==> config.mk <==
export PLATFORM = sky130hd
export DESIGN_NAME = gfi_lane
export DESIGN_NICKNAME = d
export VERILOG_FILES = /design/src/gfi_pkg.sv /design/src/gfi_mul.sv /design/src/gfi_lane.sv
export SDC_FILE = /design/constraint.sdc
export NUM_CORES = 2
export LEC_CHECK = 0
export ABC_AREA = 1
export BUFFER_PORTS_ARGS = -buffer_cell sky130_fd_sc_hd__buf_2
export CAP_MARGIN = 20
export CORE_ASPECT_RATIO = 0.6
export CORE_MARGIN = 2
export CORE_UTILIZATION = 30
export DETAILED_ROUTE_END_ITERATION = 16
export PLACE_DENSITY = 0.51
export SYNTH_ARGS = -nofsm -noshare
export SYNTH_HDL_FRONTEND = slang
export SYNTH_SLANG_ARGS = --single-unit
==> constraint.sdc <==
create_clock -name clk -period 20.1 [get_ports clk]
set_input_delay 5.025 -clock clk [delete_from_list [all_inputs] [get_ports clk]]
set_output_delay 5.025 -clock clk [all_outputs]
set_load 0.02 [all_outputs]
==> src/gfi_pkg.sv <==
// ============================================================================
// gfi_pkg - shared types and constants for the gyro filter/integrator
// Holds the register indexes, the lane sequencer and product-step encodings,
// and the status struct that each lane reports to the merge stage.
// ============================================================================
package gfi_pkg;

    // Datapath width of the multiplier operands and of one sample
    localparam int MUL_W    = 64;
    localparam int SAMPLE_W = 32;

    // Configuration register indexes
    localparam int CFG_ADDR_W = 2;
    localparam logic [CFG_ADDR_W-1:0] REG_NATURAL_FREQUENCY = 2'd0;
    localparam logic [CFG_ADDR_W-1:0] REG_DAMPING_RATIO     = 2'd1;
    localparam logic [CFG_ADDR_W-1:0] REG_STEP_LENGTH       = 2'd2;

    localparam int WN_W   = 32;
    localparam int ZETA_W = 18;
    localparam int STEP_W = 32;

    // Reset values of the configuration registers
    localparam logic [WN_W-1:0]   WN_RESET   = 32'd12451840;  // 190.0
    localparam logic [ZETA_W-1:0] ZETA_RESET = 18'd46334;     // 0.707
    localparam logic [STEP_W-1:0] STEP_RESET = 32'd4294967;   // ~0.001

    // Product steps of one lane, in issue order
    typedef enum logic [2:0] {
        OP_K,     // wn*wn          -> K
        OP_D,     // 2*zeta*wn      -> D
        OP_KERR,  // K*(u - p)
        OP_DV,    // D*v
        OP_PINC,  // v*h            -> position increment
        OP_VINC,  // drive*h        -> velocity increment
        OP_OINC,  // i*h            -> outer integral increment
        OP_IINC   // p*h            -> inner integral increment
    } gfi_op_t;

    typedef enum logic [1:0] {
        LS_IDLE,
        LS_ISSUE,
        LS_WAIT,
        LS_DONE
    } gfi_lane_state_t;

    typedef struct packed {
        logic idle;
        logic done;
    } gfi_lane_stat_t;

endpackage

==> src/gfi_mul.sv <==
// ============================================================================
// gfi_mul - multi-cycle signed fractional multiplier
// Sign-magnitude 64x64 product built from four 32x32 partial products,
// shifted right by 16 or 32, truncated toward zero and saturated.
// ============================================================================
module gfi_mul
    import gfi_pkg::*;
#(
    parameter int STATE_BITS = 48
)
(
    input  logic                         clk,
    input  logic                         rst_n,
    input  logic                         start,
    input  logic signed [MUL_W-1:0]      a,
    input  logic signed [MUL_W-1:0]      b,
    input  logic                         sh32,
    output logic                         done,
    output logic signed [STATE_BITS-1:0] result
);

    localparam int HALF_W = MUL_W / 2;
    localparam int ACC_W  = 2 * MUL_W;
    localparam logic [ACC_W-1:0] POS_LIMIT = (ACC_W'(1) << (STATE_BITS - 1)) - ACC_W'(1);
    localparam logic [ACC_W-1:0] NEG_LIMIT = ACC_W'(1) << (STATE_BITS - 1);

    logic [MUL_W-1:0]            xmag_reg;
    logic [MUL_W-1:0]            ymag_reg;
    logic                        neg_reg;
    logic                        sh32_reg;
    logic [ACC_W-1:0]            acc_reg;
    logic [ACC_W-1:0]            acc_next;
    logic [1:0]                  cnt_reg;
    logic                        run_reg;
    logic                        fin_reg;
    logic                        done_reg;
    logic signed [STATE_BITS-1:0] result_reg;

    logic [HALF_W-1:0]   x_limb;
    logic [HALF_W-1:0]   y_limb;
    logic [MUL_W-1:0]    pp;
    logic [ACC_W-1:0]    pp_aligned;
    logic [ACC_W-1:0]    shifted;
    logic [ACC_W-1:0]    limit;
    logic [ACC_W-1:0]    mag_sat;
    logic [STATE_BITS-1:0] res_next;

    function automatic logic [MUL_W-1:0] mag_of(input logic signed [MUL_W-1:0] v);
        mag_of = v[MUL_W-1] ? MUL_W'(-v) : MUL_W'(v);
    endfunction

    // step 0: xl*yl, 1: xl*yh, 2: xh*yl, 3: xh*yh
    assign x_limb = cnt_reg[1] ? xmag_reg[MUL_W-1:HALF_W] : xmag_reg[HALF_W-1:0];
    assign y_limb = cnt_reg[0] ? ymag_reg[MUL_W-1:HALF_W] : ymag_reg[HALF_W-1:0];
    assign pp     = MUL_W'(x_limb) * MUL_W'(y_limb);

    always_comb
    begin
        pp_aligned = ACC_W'(pp);
        if (cnt_reg[0] & cnt_reg[1])
        begin
            pp_aligned = ACC_W'(pp) << MUL_W;
        end
        else if (cnt_reg[0] | cnt_reg[1])
        begin
            pp_aligned = ACC_W'(pp) << HALF_W;
        end
        acc_next = acc_reg + pp_aligned;
    end

    assign shifted  = sh32_reg ? (acc_reg >> 32) : (acc_reg >> 16);
    assign limit    = neg_reg ? NEG_LIMIT : POS_LIMIT;
    assign mag_sat  = (shifted > limit) ? limit : shifted;
    assign res_next = neg_reg ? STATE_BITS'(-mag_sat[STATE_BITS-1:0])
                              : mag_sat[STATE_BITS-1:0];

    always_ff @(posedge clk or negedge rst_n)
    begin
        if (!rst_n)
        begin
            run_reg  <= 1'b0;
            fin_reg  <= 1'b0;
            done_reg <= 1'b0;
            cnt_reg  <= 2'd0;
        end
        else
        begin
            fin_reg  <= run_reg && (cnt_reg == 2'd3);
            done_reg <= fin_reg;
            if (start)
            begin
                run_reg <= 1'b1;
                cnt_reg <= 2'd0;
            end
            else if (run_reg)
            begin
                cnt_reg <= cnt_reg + 2'd1;
                if (cnt_reg == 2'd3)
                begin
                    run_reg <= 1'b0;
                end
            end
        end
    end

    always_ff @(posedge clk)
    begin
        if (start)
        begin
            xmag_reg <= mag_of(a);
            ymag_reg <= mag_of(b);
            neg_reg  <= a[MUL_W-1] ^ b[MUL_W-1];
            sh32_reg <= sh32;
            acc_reg  <= '0;
        end
        else if (run_reg)
        begin
            acc_reg <= acc_next;
        end
        if (fin_reg)
        begin
            result_reg <= res_next;
        end
    end

    assign done   = done_reg;
    assign result = result_reg;

endmodule

==> src/gfi_lane.sv <==
// ============================================================================
// gfi_lane - one axis of the filter/integrator
// Holds the four state words of its axis and steps through eight chained
// products on its own multiplier, then commits the Euler update at once.
// ============================================================================
module gfi_lane
    import gfi_pkg::*;
#(
    parameter int STATE_BITS = 48
)
(
    input  logic                         clk,
    input  logic                         rst_n,
    input  logic                         start,
    input  logic signed [SAMPLE_W-1:0]   sample,
    input  logic        [WN_W-1:0]       natural_frequency,
    input  logic        [ZETA_W-1:0]     damping_ratio,
    input  logic        [STEP_W-1:0]     step_length,
    input  logic                         take,
    output gfi_lane_stat_t               stat,
    output logic signed [STATE_BITS-1:0] outer
);

    localparam logic signed [STATE_BITS-1:0] SMAX = {1'b0, {(STATE_BITS-1){1'b1}}};
    localparam logic signed [STATE_BITS-1:0] SMIN = {1'b1, {(STATE_BITS-1){1'b0}}};

    gfi_lane_state_t state_reg;
    gfi_lane_state_t state_next;
    gfi_op_t         op_reg;

    logic signed [STATE_BITS-1:0] pos_reg;
    logic signed [STATE_BITS-1:0] vel_reg;
    logic signed [STATE_BITS-1:0] outer_reg;
    logic signed [STATE_BITS-1:0] inner_reg;

    logic signed [SAMPLE_W-1:0]   u_reg;
    logic signed [STATE_BITS-1:0] k_reg;
    logic signed [STATE_BITS-1:0] d_reg;
    logic signed [STATE_BITS-1:0] kerr_reg;
    logic signed [STATE_BITS-1:0] dv_reg;
    logic signed [STATE_BITS-1:0] pinc_reg;
    logic signed [STATE_BITS-1:0] vinc_reg;
    logic signed [STATE_BITS-1:0] oinc_reg;

    logic                         mul_start;
    logic signed [MUL_W-1:0]      mul_a;
    logic signed [MUL_W-1:0]      mul_b;
    logic                         mul_sh32;
    logic                         mul_done;
    logic signed [STATE_BITS-1:0] mul_result;

    function automatic logic signed [STATE_BITS-1:0] add_sat(
        input logic signed [STATE_BITS-1:0] x,
        input logic signed [STATE_BITS-1:0] y
    );
        logic signed [STATE_BITS:0] s;
        s = (STATE_BITS+1)'(x) + (STATE_BITS+1)'(y);
        if (s[STATE_BITS] != s[STATE_BITS-1])
        begin
            add_sat = s[STATE_BITS] ? SMIN : SMAX;
        end
        else
        begin
            add_sat = s[STATE_BITS-1:0];
        end
    endfunction

    function automatic logic signed [STATE_BITS-1:0] sub_sat(
        input logic signed [STATE_BITS-1:0] x,
        input logic signed [STATE_BITS-1:0] y
    );
        logic signed [STATE_BITS:0] s;
        s = (STATE_BITS+1)'(x) - (STATE_BITS+1)'(y);
        if (s[STATE_BITS] != s[STATE_BITS-1])
        begin
            sub_sat = s[STATE_BITS] ? SMIN : SMAX;
        end
        else
        begin
            sub_sat = s[STATE_BITS-1:0];
        end
    endfunction

    function automatic logic signed [MUL_W-1:0] ext(input logic signed [STATE_BITS-1:0] x);
        ext = MUL_W'(x);
    endfunction

    // ---------------- sequencer ----------------
    always_comb
    begin
        state_next = state_reg;
        unique case (state_reg)
            LS_IDLE:
            begin
                if (start)
                begin
                    state_next = LS_ISSUE;
                end
            end
            LS_ISSUE:
            begin
                state_next = LS_WAIT;
            end
            LS_WAIT:
            begin
                if (mul_done)
                begin
                    state_next = (op_reg == OP_IINC) ? LS_DONE : LS_ISSUE;
                end
            end
            LS_DONE:
            begin
                if (take)
                begin
                    state_next = LS_IDLE;
                end
            end
            default:
            begin
                state_next = LS_IDLE;
            end
        endcase
    end

    always_comb
    begin
        stat.idle = (state_reg == LS_IDLE);
        stat.done = (state_reg == LS_DONE);
        mul_start = (state_reg == LS_ISSUE);
    end

    // Operand selection for the product in flight
    always_comb
    begin
        mul_a    = '0;
        mul_b    = '0;
        mul_sh32 = 1'b0;
        unique case (op_reg)
            OP_K:
            begin
                mul_a = MUL_W'(natural_frequency);
                mul_b = MUL_W'(natural_frequency);
            end
            OP_D:
            begin
                mul_a = MUL_W'({damping_ratio, 1'b0});
                mul_b = MUL_W'(natural_frequency);
            end
            OP_KERR:
            begin
                mul_a = ext(k_reg);
                mul_b = ext(sub_sat(STATE_BITS'(u_reg), pos_reg));
            end
            OP_DV:
            begin
                mul_a = ext(d_reg);
                mul_b = ext(vel_reg);
            end
            OP_PINC:
            begin
                mul_a    = ext(vel_reg);
                mul_b    = MUL_W'(step_length);
                mul_sh32 = 1'b1;
            end
            OP_VINC:
            begin
                mul_a    = ext(sub_sat(kerr_reg, dv_reg));
                mul_b    = MUL_W'(step_length);
                mul_sh32 = 1'b1;
            end
            OP_OINC:
            begin
                mul_a    = ext(inner_reg);
                mul_b    = MUL_W'(step_length);
                mul_sh32 = 1'b1;
            end
            OP_IINC:
            begin
                mul_a    = ext(pos_reg);
                mul_b    = MUL_W'(step_length);
                mul_sh32 = 1'b1;
            end
            default:
            begin
                mul_a = '0;
            end
        endcase
    end

    gfi_mul #(
        .STATE_BITS (STATE_BITS)
    ) u_mul (
        .clk    (clk),
        .rst_n  (rst_n),
        .start  (mul_start),
        .a      (mul_a),
        .b      (mul_b),
        .sh32   (mul_sh32),
        .done   (mul_done),
        .result (mul_result)
    );

    always_ff @(posedge clk or negedge rst_n)
    begin
        if (!rst_n)
        begin
            state_reg <= LS_IDLE;
            op_reg    <= OP_K;
            pos_reg   <= '0;
            vel_reg   <= '0;
            outer_reg <= '0;
            inner_reg <= '0;
        end
        else
        begin
            state_reg <= state_next;
            if (state_reg == LS_IDLE && start)
            begin
                op_reg <= OP_K;
            end
            else if (state_reg == LS_WAIT && mul_done)
            begin
                if (op_reg == OP_IINC)
                begin
                    // commit: every increment came from the old state
                    pos_reg   <= add_sat(pos_reg, pinc_reg);
                    vel_reg   <= add_sat(vel_reg, vinc_reg);
                    outer_reg <= add_sat(outer_reg, oinc_reg);
                    inner_reg <= add_sat(inner_reg, mul_result);
                end
                else
                begin
                    op_reg <= gfi_op_t'(op_reg + 3'd1);
                end
            end
        end
    end

    always_ff @(posedge clk)
    begin
        if (state_reg == LS_IDLE && start)
        begin
            u_reg <= sample;
        end
        if (state_reg == LS_WAIT && mul_done)
        begin
            unique case (op_reg)
                OP_K:    k_reg    <= mul_result;
                OP_D:    d_reg    <= mul_result;
                OP_KERR: kerr_reg <= mul_result;
                OP_DV:   dv_reg   <= mul_result;
                OP_PINC: pinc_reg <= mul_result;
                OP_VINC: vinc_reg <= mul_result;
                OP_OINC: oinc_reg <= mul_result;
                OP_IINC: ;
                default: ;
            endcase
        end
    end

    assign outer = outer_reg;

endmodule

==> summary.md <==
| Metric | Value |
|---|---|
| Crit path top cell by count | inv_1 |
| DR iter-0 viols | 15.9k |
| Post-Route WL | 592000 um |
| Cell Area, Synth | 0.105 sq mm |
| Async set or reset register ratio after synthesis | 23.1% |
| Syn Area/Cell | 7.21 sq um |
| Die Y | 463 um |
| Largest net degree at the start of global routing | 97 |
| # nets final | 16.5k |
| FF-to-FF setup slack | 6.05 ns |
| Die area | around 0.36 sq mm |
| Worst-skew pair later-pin latency | 0.83 ns |
| HPWL Detailed | 497000 um |
| Synthesized-area fraction occupied by and/or/nand/nor cells | 23.4% |
| Setup TNS | 0 ns |
| XOR/XNOR Fraction of Synth Area | 3.20% |
| Worst-Margin Slew | 1.27 ns |
| # DRC | 0 |
| Max clock buf depth | 3 |
| Largest family of logic cells by synthesized area | adder cells |
| Placed cell area | 0.113 sq mm |
| Peak Freq | 0.0712 GHz |
| Num ports | 168 |
| Mux contribution to synthesized area | 0.00949% |
| # port buffers | 167 |
| Crit path required time | 20.81 ns |
| Hold Crit Class | reg -> reg |
| Share of the synthesized area in the top cell type | 17.1% |
| Post-CTS sizing | 0 |
| Layout cell share with drive strength beyond 1 | 5.43% |
| First-pass GRT wire length | ~810000 um |
| Ranking of synthesized cells by area | fa_1 (17%), edfxtp_1 (16%), nand2_1 (11%) |
| Sink Count | 876 |
| Setup-failing EPs final | 0 |
| Row count | 168 |
| Pre-antenna DRT Iters | 6 |
| Root Buffer | clkbuf_16 |
| Post-CTS setup buffer count | 0 |
| Number of flops mapped to enable cells by yosys | 546 |
| Worst Path Arrival | around 15 ns |
| Compound-Gate Fraction of Synth Area | 12.9% |
| Number of global-route vias before repair | between 90k and 100k |
| Layout area overhead | 10.5% |
| Crit-path slowest cell | clkinv_1 |
| H-Tree Depth | 3 |
| Via density | 5.37 |
| Die span in x | 770 um |
| Slew headroom | between 10% and 20% |
| Initial antenna violation count | 83 |
| Final Wtd Congestion | around 1.1 |
| Hold buffers post-CTS | 0 |
| Fill cell count | about 38k |
| Status | finished, final reports clean |
| Final instance area | ~0.12 sq mm |
| Max reg flops | between 100 and 150 |
| Crit start category | register |
| CTS clk-pin slew, worst paths | 0.07 ns |
| Max-cap violations | 0 |
| Grt total ovfl | 0 |
| Top cell family by delay on the critical path | adder cells |
| Final period util | around 70% |
| Via count | roughly 110k |
| Critical path capture point type | register |
| Max FO, Critical Path | 33 |
| Average wire per standard cell | 30.2 um |
| Gr usage total | 32.4% |
| Final hold vios | 0 |
| Core area | 0.350 sq mm |
| Yosys reg bits | just under 900 |
| Register area share after synthesis | between 20% and 30% |
| Gate Count Post-Synth | 14.6k |
| Yosys Warn Count | 0 |
| Predominant post-synthesis flop cell | edfxtp_1 |
| Adder-cell share of the synthesized area | 25.9% |
| Final ANT Viol Nets | 0 |
| Max Slew Vio Count | 0 |
| Post-route minimum period | 14.05 ns |
| CTS tree | built |
| Number of CTS-inserted buffers | between 100 and 150 |
| RSZ-0062 raised after global routing | no |
| Skew final | 0.0665 ns |
| Initial cell density of the core | approximately 30% |
| Count of different cell masters after synthesis | 67 |
| Crit-path max cell delay | between 0.8 and 0.9 ns |
| Crit path buffers/inverters | 12 |
| Worst setup path category | reg -> reg |
| Synth area leader | fa_1 |
routing by layer:
metal / track usage [%] / routed length, um / up-vias
met4: 8.92 / 19400 / 18
met1: 51.4 / 285000 / 51400
met5: 0 / 267 / -
met2: 37.0 / 196000 / 6386
li1: - / - / 46800
met3: 14.7 / 91900 / 494
area by class of cell:
class                   instances  area, sq um  share of cell area (%)
well taps                    4675         5850                    5.02
inverters                    2879        10800                    9.27
multi-input cells           10500        69500                    59.6
clock inverters                64          746                   0.639
repair buffers                424         2820                    2.41
flip-flops and latches        876        24000                    20.6
diodes                         45          113                  0.0966
clock buffers                 127         2760                    2.36
cells in the mapped netlist, drive strengths merged (34+ instances only):
library cell / count
a21oi: 844
inv: 2847
nand2: 3108
nor2: 1971
a31oi: 154
o211ai: 55
buf: 97
nand4: 117
edfxtp: 546
fa: 903
ha: 741
o221ai: 34
nor4: 59
or2: 80
a22oi: 126
a2bb2oi: 61
dfrtp: 202
nand3: 584
nand3b: 36
dfxtp: 128
clkbuf: 303
o21ai: 744
xnor2: 169
o22ai: 68
o21bai: 47
nor3: 111
a21o: 63
o21a: 40
xor2: 217
placed cells by master, fill, tap and decap left out, drive strengths merged, types with 126 or more instances in the layout:
cell type	Yosys	routed
a21oi	844	844
a22oi	126	126
a31oi	154	154
buf	97	418
clkbuf	303	133
dfrtp	202	202
dfxtp	128	128
edfxtp	546	546
fa	903	903
ha	741	741
inv	2847	2864
nand2	3108	3108
nand3	584	584
nor2	1971	1971
o21ai	744	744
xnor2	169	169
xor2	217	217
logic make-up (layout without fill, tap and decap cells):
family                     count (synthesis)  count (layout)
and+or+nand+nor                         6083            6083
buffers and inverters                   3279            3494
AOI/OAI and AO/OA                       2352            2352
adders and majority gates               1644            1644
DFF                                      876             876
xor gates and xnor gates                 386             386
other                                      1              77
muxes                                      1               1
per-stage QoR:
step / utilization, % / setup WS (ns) / hold WS [ns] / instances
global placement: 32.3 / 5.69 / 0.442 / 19300
finish: 33.4 / 6.05 / 0.473 / 19600
detailed placement: 32.3 / 5.84 / 0.460 / 19300
floorplan: - / 10.40 / 0.445 / 14700
global route: 33.3 / 5.54 / 0.500 / 19600
CTS: 33.3 / 5.81 / 0.471 / 19500
path summary, 6_finish.rpt:
path / start / endpoint / cells after the start
worst max register to register: u_mul.cnt_reg[0] / u_mul.acc_reg[88] / 45
min in group asynchronous: rst_n / outer[47] / 1
max in group asynchronous: rst_n / pos_reg[25] / 3
worst min register to register: u_mul.acc_reg[0] / u_mul.acc_reg[0] / 2
worst max-delay path: u_mul.cnt_reg[0] / u_mul.acc_reg[88] / 45
worst min-delay path: u_mul.acc_reg[0] / u_mul.acc_reg[0] / 2
worst register-to-register path: cells and delay by family, from the launching register on:
family / cells / cell delay (ns)
flops: 1 / 0.53
buf+inv: 12 / 2.20
simple gates: 9 / 1.71
compound gates: 13 / 3.90
fa+ha+maj: 10 / 4.90
xor+xnor: 1 / 0.71
Power is left out: the tool's default activity adds up to more than one toggle a clock period on the data nets, which glitch-free logic cannot reach.
